### config.mk
export PLATFORM = sky130hd
export DESIGN_NAME = telemetry_frame_parser
export DESIGN_NICKNAME = d
export VERILOG_FILES = /design/src/rtl/tfp_pkg.sv /design/src/rtl/telemetry_frame_parser.sv
export SDC_FILE = /design/constraint.sdc
export NUM_CORES = 1
export LEC_CHECK = 0
export BUFFER_PORTS_ARGS = -buffer_cell sky130_fd_sc_hd__buf_2
export CAP_MARGIN = 10
export CORE_MARGIN = 10
export CORE_UTILIZATION = 35
export DETAILED_ROUTE_END_ITERATION = 7
export GPL_TIMING_DRIVEN = 1
export SYNTH_ARGS = -nofsm -noshare
export SYNTH_HDL_FRONTEND = slang
export SYNTH_SLANG_ARGS = --single-unit
### constraint.sdc
create_clock -name clk -period 4.1 [get_ports clk]
set_clock_uncertainty 0.15 [all_clocks]
set_input_delay 0.41 -clock clk [delete_from_list [all_inputs] [get_ports clk]]
set_output_delay 0.41 -clock clk [all_outputs]
set_load 0.01 [all_outputs]
### src/rtl/tfp_pkg.sv
// ----------------------------------------------------------------------------
// tfp_pkg
// shared types, codes and helpers of the telemetry frame parser
// ----------------------------------------------------------------------------
package tfp_pkg;

    // payload size limits and field layout
    localparam int PAYLOAD_BYTES_DEF = 18;
    localparam int DECODE_BYTES      = 18;
    localparam int COUNT_W           = 6;
    localparam int LIMIT_W           = 31;
    localparam int CFG_INDEX_W       = 2;
    localparam int CFG_DATA_W        = 31;

    // register reset values
    localparam logic [7:0]         SYNC_RESET      = 8'd170;
    localparam logic [LIMIT_W-1:0] LAT_LIMIT_RESET = 31'd1800000000;
    localparam logic [LIMIT_W-1:0] LON_LIMIT_RESET = 31'd900000000;

    typedef enum logic [CFG_INDEX_W-1:0] {
        REG_SYNC_VALUE = 2'd0,
        REG_LAT_LIMIT  = 2'd1,
        REG_LON_LIMIT  = 2'd2,
        REG_UNUSED     = 2'd3
    } cfg_reg_t;

    typedef enum logic [1:0] {
        ST_FRAME_OK   = 2'd0,
        ST_ACCEPTED   = 2'd1,
        ST_IGNORED    = 2'd2,
        ST_CSUM_ERROR = 2'd3
    } status_t;

    typedef enum logic [2:0] {
        PH_UNSYNCED = 3'b001,
        PH_PAYLOAD  = 3'b010,
        PH_CHECK    = 3'b100
    } phase_t;

    // true when |raw| exceeds the limit, exact integer test
    function automatic logic coord_out_of_range(input logic [31:0] raw,
                                                input logic [LIMIT_W-1:0] limit);
        logic [31:0] mag;
        mag = raw[31] ? (~raw + 32'd1) : raw;
        return mag > {1'b0, limit};
    endfunction

endpackage

### src/rtl/telemetry_frame_parser.sv
// ----------------------------------------------------------------------------
// telemetry_frame_parser
// byte-wise framing, checksum and field decode of a serial telemetry stream
// ----------------------------------------------------------------------------
// one received byte enters per request on in_valid/in_ready (rx_byte)
// every byte gives exactly one result on out_valid/out_ready: a status and
// the held field values (latitude, longitude, altitude, ground_speed,
// aux_word, battery_level)
// the result of a byte is registered and is shown from the clock edge
// that takes the byte
// throughput is one byte per cycle while results are taken; the single
// result register is the only buffer, so in_ready follows !out_valid || out_ready
// when the receiver stalls the result holds and no more bytes are taken
// config writes (cfg_valid/cfg_ready, cfg_index, cfg_data) are always
// taken, as cfg_ready is tied high, and are meant for an idle block
// reset brings the parser to unsynced, clears the running sum, byte count
// and all held values, and loads the default sync byte and limits
// ----------------------------------------------------------------------------
module telemetry_frame_parser
    import tfp_pkg::*;
#(
    parameter int PAYLOAD_BYTES = PAYLOAD_BYTES_DEF
)
(
    input  logic                   clk,
    input  logic                   rst_n,

    input  logic                   cfg_valid,
    output logic                   cfg_ready,
    input  logic [CFG_INDEX_W-1:0] cfg_index,
    input  logic [CFG_DATA_W-1:0]  cfg_data,

    input  logic                   in_valid,
    output logic                   in_ready,
    input  logic [7:0]             rx_byte,

    output logic                   out_valid,
    input  logic                   out_ready,
    output logic [1:0]             status,
    output logic signed [31:0]     latitude,
    output logic signed [31:0]     longitude,
    output logic signed [31:0]     altitude,
    output logic [15:0]            ground_speed,
    output logic [15:0]            aux_word,
    output logic [15:0]            battery_level
);

    logic [7:0]         sync_value_reg;
    logic [LIMIT_W-1:0] lat_limit_reg;
    logic [LIMIT_W-1:0] lon_limit_reg;

    phase_t             phase_reg, phase_next;
    logic [COUNT_W-1:0] byte_count_reg, byte_count_next;
    logic [7:0]         sum_reg, sum_next;
    logic [7:0]         store_reg [DECODE_BYTES];

    logic               out_valid_reg;
    status_t            status_reg, status_next;
    logic [31:0]        lat_reg, lon_reg, alt_reg;
    logic [15:0]        speed_reg, aux_reg, batt_reg;

    logic               accept;
    logic               frame_ok;
    logic [COUNT_W-1:0] count_inc;
    logic [31:0]        raw_lat, raw_lon;

    assign cfg_ready = 1'b1;
    assign in_ready  = !out_valid_reg || out_ready;
    assign accept    = in_valid && in_ready;

    assign count_inc = byte_count_reg + COUNT_W'(1);
    assign raw_lat   = {store_reg[3], store_reg[2], store_reg[1], store_reg[0]};
    assign raw_lon   = {store_reg[7], store_reg[6], store_reg[5], store_reg[4]};

    always_comb
    begin
        phase_next      = phase_reg;
        byte_count_next = byte_count_reg;
        sum_next        = sum_reg;
        status_next     = ST_ACCEPTED;
        frame_ok        = 1'b0;
        unique case (phase_reg)
            PH_PAYLOAD:
            begin
                sum_next        = sum_reg + rx_byte;
                byte_count_next = count_inc;
                if (count_inc >= COUNT_W'(PAYLOAD_BYTES))
                begin
                    phase_next = PH_CHECK;
                end
            end
            PH_CHECK:
            begin
                // checksum byte is always consumed, never taken as sync
                if (rx_byte == sum_reg)
                begin
                    frame_ok    = 1'b1;
                    status_next = ST_FRAME_OK;
                end
                else
                begin
                    status_next = ST_CSUM_ERROR;
                end
                phase_next = PH_UNSYNCED;
            end
            default:
            begin
                if (rx_byte == sync_value_reg)
                begin
                    byte_count_next = '0;
                    sum_next        = rx_byte;
                    phase_next      = PH_PAYLOAD;
                end
                else
                begin
                    phase_next  = PH_UNSYNCED;
                    status_next = ST_IGNORED;
                end
            end
        endcase
    end

    always_ff @(posedge clk or negedge rst_n)
    begin
        if (!rst_n)
        begin
            sync_value_reg <= SYNC_RESET;
            lat_limit_reg  <= LAT_LIMIT_RESET;
            lon_limit_reg  <= LON_LIMIT_RESET;
        end
        else if (cfg_valid && cfg_ready)
        begin
            unique case (cfg_reg_t'(cfg_index))
                REG_SYNC_VALUE: sync_value_reg <= cfg_data[7:0];
                REG_LAT_LIMIT:  lat_limit_reg  <= cfg_data[LIMIT_W-1:0];
                REG_LON_LIMIT:  lon_limit_reg  <= cfg_data[LIMIT_W-1:0];
                default:        ;
            endcase
        end
    end

    always_ff @(posedge clk or negedge rst_n)
    begin
        if (!rst_n)
        begin
            phase_reg      <= PH_UNSYNCED;
            byte_count_reg <= '0;
            sum_reg        <= '0;
            out_valid_reg  <= 1'b0;
            status_reg     <= ST_ACCEPTED;
            lat_reg        <= '0;
            lon_reg        <= '0;
            alt_reg        <= '0;
            speed_reg      <= '0;
            aux_reg        <= '0;
            batt_reg       <= '0;
        end
        else
        begin
            if (accept)
            begin
                phase_reg      <= phase_next;
                byte_count_reg <= byte_count_next;
                sum_reg        <= sum_next;
                status_reg     <= status_next;
                out_valid_reg  <= 1'b1;
                if (frame_ok)
                begin
                    lat_reg   <= coord_out_of_range(raw_lat, lat_limit_reg) ? '0 : raw_lat;
                    lon_reg   <= coord_out_of_range(raw_lon, lon_limit_reg) ? '0 : raw_lon;
                    alt_reg   <= {store_reg[11], store_reg[10], store_reg[9], store_reg[8]};
                    speed_reg <= {store_reg[13], store_reg[12]};
                    aux_reg   <= {store_reg[15], store_reg[14]};
                    batt_reg  <= {store_reg[17], store_reg[16]};
                end
            end
            else if (out_ready)
            begin
                out_valid_reg <= 1'b0;
            end
        end
    end

    // only the decoded head of the payload is kept; later bytes are summed only
    always_ff @(posedge clk)
    begin
        for (int i = 0; i < DECODE_BYTES; i++)
        begin
            if (accept && phase_reg == PH_PAYLOAD && byte_count_reg == COUNT_W'(i))
            begin
                store_reg[i] <= rx_byte;
            end
        end
    end

    assign out_valid     = out_valid_reg;
    assign status        = status_reg;
    assign latitude      = lat_reg;
    assign longitude     = lon_reg;
    assign altitude      = alt_reg;
    assign ground_speed  = speed_reg;
    assign aux_word      = aux_reg;
    assign battery_level = batt_reg;

endmodule

=== Word level (Yosys, flattened, before mapping) ===
Memories as Yosys holds them, arrays and structs flattened. A register that Yosys moved wholly into a read port is not among the register bits.
Cells that the tools add are included.

* Bits in writable memories: 144
* Bits of input ports: 46
* Output and inout port bits: 149
* Bits in registers: 154
* ROM bits: 0
* Bits in latches: 0
* Memories: 1

* Divide/modulo/power cells: 0
* $add $sub $neg: 4
* Reductions and logical operators: 59
* Eq/ne operators: 24
* Bitwise gates (word level): 3
* Shift operators: 0
* $lt $le $gt $ge: 3
* Mux-type cells: 105
* Multipliers: 0

{| class="wikitable"
|+ Memory list
! memory !! words !! bits a word !! rd ports !! clocked after Yosys merged registers in !! wr ports !! line !! text
|-
| store_reg || 18 || 8 || 18 || 10 || 1 || telemetry_frame_parser.sv:55 || <nowiki>logic [7:0] store_reg [DECODE_BYTES];</nowiki>
|}

{| class="wikitable"
|+ Operators by type and width
! kind !! count
|-
| 8-bit two-way mux || 18
|-
| 8-bit OR reduction || 17
|-
| 32-bit two-way mux || 4
|-
| 5-bit two-way mux || 17
|-
| 32-bit by 1-bit adder with 32-bit output (second input constant) || 2
|-
| 32-bit by 31-bit greater-than comparator with 1-bit output || 2
|-
| 32-bit NOT || 2
|-
| 1-bit two-way mux || 57
|-
| 6-bit by 4-bit == test with 1-bit output (second input constant) || 8
|-
| 6-bit by 3-bit == test with 1-bit output (second input constant) || 4
|-
| 1-bit logical AND || 20
|-
| 8-bit == test || 2
|-
| 8-bit one-hot mux with 2 select lines || 1
|-
| 6-bit by 2-bit == test with 1-bit output (second input constant) || 2
|-
| 6-bit by 5-bit == test with 1-bit output (second input constant) || 2
|-
| 6-bit one-hot mux with 2 select lines || 1
|-
| 1-bit logical NOT || 11
|-
| 2-bit AND reduction || 5
|-
| 8-bit adder || 1
|-
| 6-bit by 1-bit adder with 6-bit output (second input constant) || 1
|-
| 6-bit by 1-bit == test with 1-bit output (second input constant) || 1
|-
| 6-bit by 5-bit greater-or-equal comparator with 1-bit output (second input constant) || 1
|-
| 6-bit logical NOT || 1
|-
| 2-bit two-way mux || 3
|-
| other kinds (14) || 15
|}

=== Logic depth before layout (Yosys ltp) ===
* Word-level depth: 25
* Gate-level depth with buffers: 16
* Gate-level depth less buffers: 15

=== Least setup slack after synthesis ===
OpenSTA, ideal clock, no wires.

* Path kind: flip-flop to flip-flop
* Start: memory store_reg[4][5]
* End: register lon_reg[0], in the netlist longitude[0]
* Path slack: -215 ps
* Arrival time: 4035 ps
* Data required time: 3820 ps
* Cell stages (with the launch flop): 15
* Library setup time: 130 ps
* Clock period less this slack: 4315 ps
* Cells stage by stage: edfxtp_1 -> nor4_2 -> nand3_1 -> or4_1 -> or3_1 -> o41ai_1 -> xnor2_1 -> ha_1 -> and4_1 -> and4_1 -> o21ai_0 -> a31o_2 -> o21ai_0 -> clkbuf_1 -> o21ai_0

{| class="wikitable"
|+ RTL lines
! what !! line !! text
|-
| start: declaration || telemetry_frame_parser.sv:55 ||
|-
| end signal: assignment || telemetry_frame_parser.sv:170 || <nowiki>lon_reg <= coord_out_of_range(raw_lon, lon_limit_reg) ? '0 : raw_lon;</nowiki>
|-
| end: declaration || telemetry_frame_parser.sv:59 || <nowiki>logic [31:0] lat_reg, lon_reg, alt_reg;</nowiki>
|}

==> flow_summary.yaml <==
cells_and_area:
  layout-drive-gt1-share_pct: 29.3
  nFillCells: 4327
  area_growth_pct: 26.5
  layout_common_cells: "nand2_1 (314), dfrtp_1 (204), buf_2 (192)"
  fin_util_pct: 44.9
  nets: 1842
  final_common_cell: "nand2_1"
  largest_reg_flops: 144
power:
  combPwrFrac_pct: 13.6
  p_leak_nw: 9.83
  powerDensity_nw_per_um2: 462
  internal_power_mw: 7.20
  ir_drop_v: 0.000250
  power_frac_seq_pct: 45.0
  p_switching_mw: 2.48
  pwr-share-clk_pct: 41.3
  sw_frac_of_total_pct: 25.6
global_routing:
  gr-total-overflow: 0
  first_global_vias: 12100
  antenna_found_initial: 5
  grtUsageTotal_pct: 16.6
  grt_max_degree: 113
  grt_pass1_wl_um: 72900
yosys:
  syn_area_per_cell_um2: 11.7
  netlist_instances: 1422
  syn-num-nets: 1544
  synth_async_sr_flop_share_pct: 61.9
  synth-simple-area-share_pct: 12.1
  synthAdderAreaFrac_pct: 5.78
  synth_xor_area_share_pct: 3.75
  ys_dominant_reg_cell: "dfrtp_1"
  syn_area_um2: 16600
  ys_warn_count: 0
  synthDistinctLibCells: 52
  yosys-mux-area-fraction_pct: 4.88
  synth_seq_cells: 378
  synth_top_family_by_area: "simple AND/OR/NAND/NOR gates"
  synth-seq-area-share_pct: 61.7
  synth_enable_flop_cells: 144
  synth_compound_area_share_pct: 8.16
run:
  maxCapViolCount: 0
drt:
  post_drt_wl_per_cell_um: 20.2
  drt_drc_violations_left: 0
  via_count: 11800
  dr.pass1.iters: 5
  drt_wl_total_um: 47700
  vias_per_cell: 4.99
  drtIter0Drc: 744
  antenna_left: 0
timing:
  maxSlewHeadroom_pct: 33.0
  setup_tns_ps: -3890
  hold_viol: 0
  finalSetupViolCount: 56
  rsz0062_at_grt: "true"
  max_freq_ghz: 0.237
  min_period_ps: 4210
  finalMaxSlewViolations: 0
  fin_crit_sh_pct: 103
  tightest_slew_ps: 1000
  setup_slack_ps: -113
floorplan:
  die_h_um: 238
  ios: 195
  die_w_um: 238
  num_rows: 79
  die_area_um2: 56400
  core_area_um2: 46700
  start_util_pct: 35.5
placed_design:
  gp_congestion: 0.844
  port_buffers: 193
  place_ws_ps: -247
  hpwl_um: 32300
setup_path:
  cp_slowest_stage_delay_ps: 430
  cp_max_fo: 8
  required_ps: 4390
  critical_path_class: "flip-flop to flip-flop"
  endpoint_kind: "flip-flop"
  arrival_ps: 4500
  path_cells: "nor4_4 -> buf_4 -> nand3_4 -> or4_4 -> or3_4 -> o31ai_4 -> xnor2_1 -> ha_1 -> and4_4 -> and4_4 -> nand2_4 -> buf_6 -> a31o_4 -> o21ai_4 -> buf_6 -> clkbuf_16 -> o21ai_1"
  cpMaxStageDelayCell: "edfxtp_1"
  cp-start-kind: "flip-flop"
clock_network:
  ctsLongestPathBuffers: 3
  cts_sinks: 378
  cts_root_buffer: "clkbuf_16"
  clk_pin_slew_worst_paths_ps: 60
  numCtsBuffers: 41
  cts_tree: "done"
  insertion_delay_ps: 560
  htree_levels: 2
worst_hold_path:
  hp-class: "primary input to flip-flop"
run_status:
  status: "complete, but fails checks"
  failed_checks: "negative setup slack"
kinds of logic (layout without fill, tap and decap cells):
group,Yosys count,in the layout
and+or+nand+nor,465,465
DFF,378,378
AOI/OAI and AO/OA,206,206
buffers and inverters,153,481
adders and majority gates,76,76
muxes,72,72
xor gates and xnor gates,71,71
other,1,2
final cells by class:
class | instances | area, um2 | share of cell area (%)
antenna | 1 | 2.50 | 0.0119
clock buffer | 53 | 1110 | 5.30
clock inverter | 20 | 328 | 1.56
inverter | 103 | 387 | 1.84
multi-input combinational | 891 | 6120 | 29.2
sequential | 378 | 10200 | 48.7
tap | 607 | 759 | 3.62
timing repair buffer | 305 | 2030 | 9.68
worst max-delay path: cells and delay by family, from the launching register on:
kind	cells	cell delay [ps]
flip-flops	1	430
AO/OA/AOI/OAI	4	710
buffers and inverters	4	600
XOR/XNOR	1	100
adder cells (fa/ha/maj)	1	300
AND/OR/NAND/NOR	7	1820
synthesized netlist by cell type (3+ instances only):
cell,number,share of area (%)
nand2_1,316,7.2
dfrtp_1,204,31
edfxtp_1,144,26
inv_1,103,2.3
ha_1,75,5.7
o21ai_0,75,2.3
mux2_2,70,4.8
xnor2_1,59,3.1
nor2_1,43,0.97
a22o_1,34,1.8
clkbuf_1,34,0.77
a21oi_1,31,0.94
dfstp_2,30,4.8
o31ai_1,19,0.86
nand3_1,18,0.54
nand4_1,15,0.57
nor3_1,14,0.42
a21o_1,13,0.59
xor2_1,12,0.63
buf_1,11,0.25
or3_1,10,0.38
o41ai_1,9,0.48
and3_1,8,0.30
or4_1,7,0.32
nand2b_1,6,0.23
nor2b_1,6,0.23
nor4_1,6,0.23
a31oi_1,5,0.19
a211oi_1,4,0.18
a221oi_1,4,0.21
and4_1,4,0.21
nand3b_1,4,0.18
buf_6,3,0.20
or2_2,3,0.11
worst paths after layout:
kind,cells after the start,slack (ps),to,startpoint
worst max register to register,17,-110,longitude[14],store_reg[4][6]
max in group asynchronous,3,2460,ground_speed[15],rst_n
worst max-delay path,17,-110,longitude[14],store_reg[4][6]
worst min register to register,2,290,altitude[30],store_reg[11][6]
worst min-delay path,2,30,lon_limit_reg[3],cfg_data[3]
min in group asynchronous,2,330,latitude[19],rst_n
routing by layer:
| metal | part of all wire [%] | GRT usage, % | routed length [um] |
|---|---|---|---|
| met1 | 44 | 21.4 | 21200 |
| met2 | 47 | 26.7 | 22500 |
| met3 | 5.5 | 4.22 | 2600 |
| met4 | 3.0 | 5.59 | 1410 |
| met5 | 0.13 | 0 | 61 |
through the flow:
step,power (mW),std cells,hold slack [ps],instance area [um2]
3_5_place_dp,5.68,2238,274,18700
4_1_cts,9.75,2349,2.22,20700
6_report,9.68,2358,25.3,21000
3_3_place_gp,5.62,2238,269,18700
2_1_floorplan,5.22,1422,-35.6,16600
5_1_grt,10.1,2357,10.2,21000
timing repair:
action	in CTS	in global routing
endpoints found under the setup margin	64	64
gates cloned	3	1
hold endpoints to repair	134	0
hold buffers	26	0
pin swaps	13	15
buffers inserted	9	11
resized for setup	30	92
power groups by stage:
| stage | combinational, mW | clock (mW) | sequential, mW |
|---|---|---|---|
| 6_report | 1.32 | 4.00 | 4.36 |
| 5_1_grt | 1.49 | 4.24 | 4.39 |
| 4_1_cts | 1.30 | 4.09 | 4.36 |
| 3_5_place_dp | 1.26 | 0 | 4.43 |
| 3_3_place_gp | 1.21 | 0 | 4.41 |
| 2_1_floorplan | 0.840 | 0 | 4.38 |
Power figures use the tool's default switching activity.
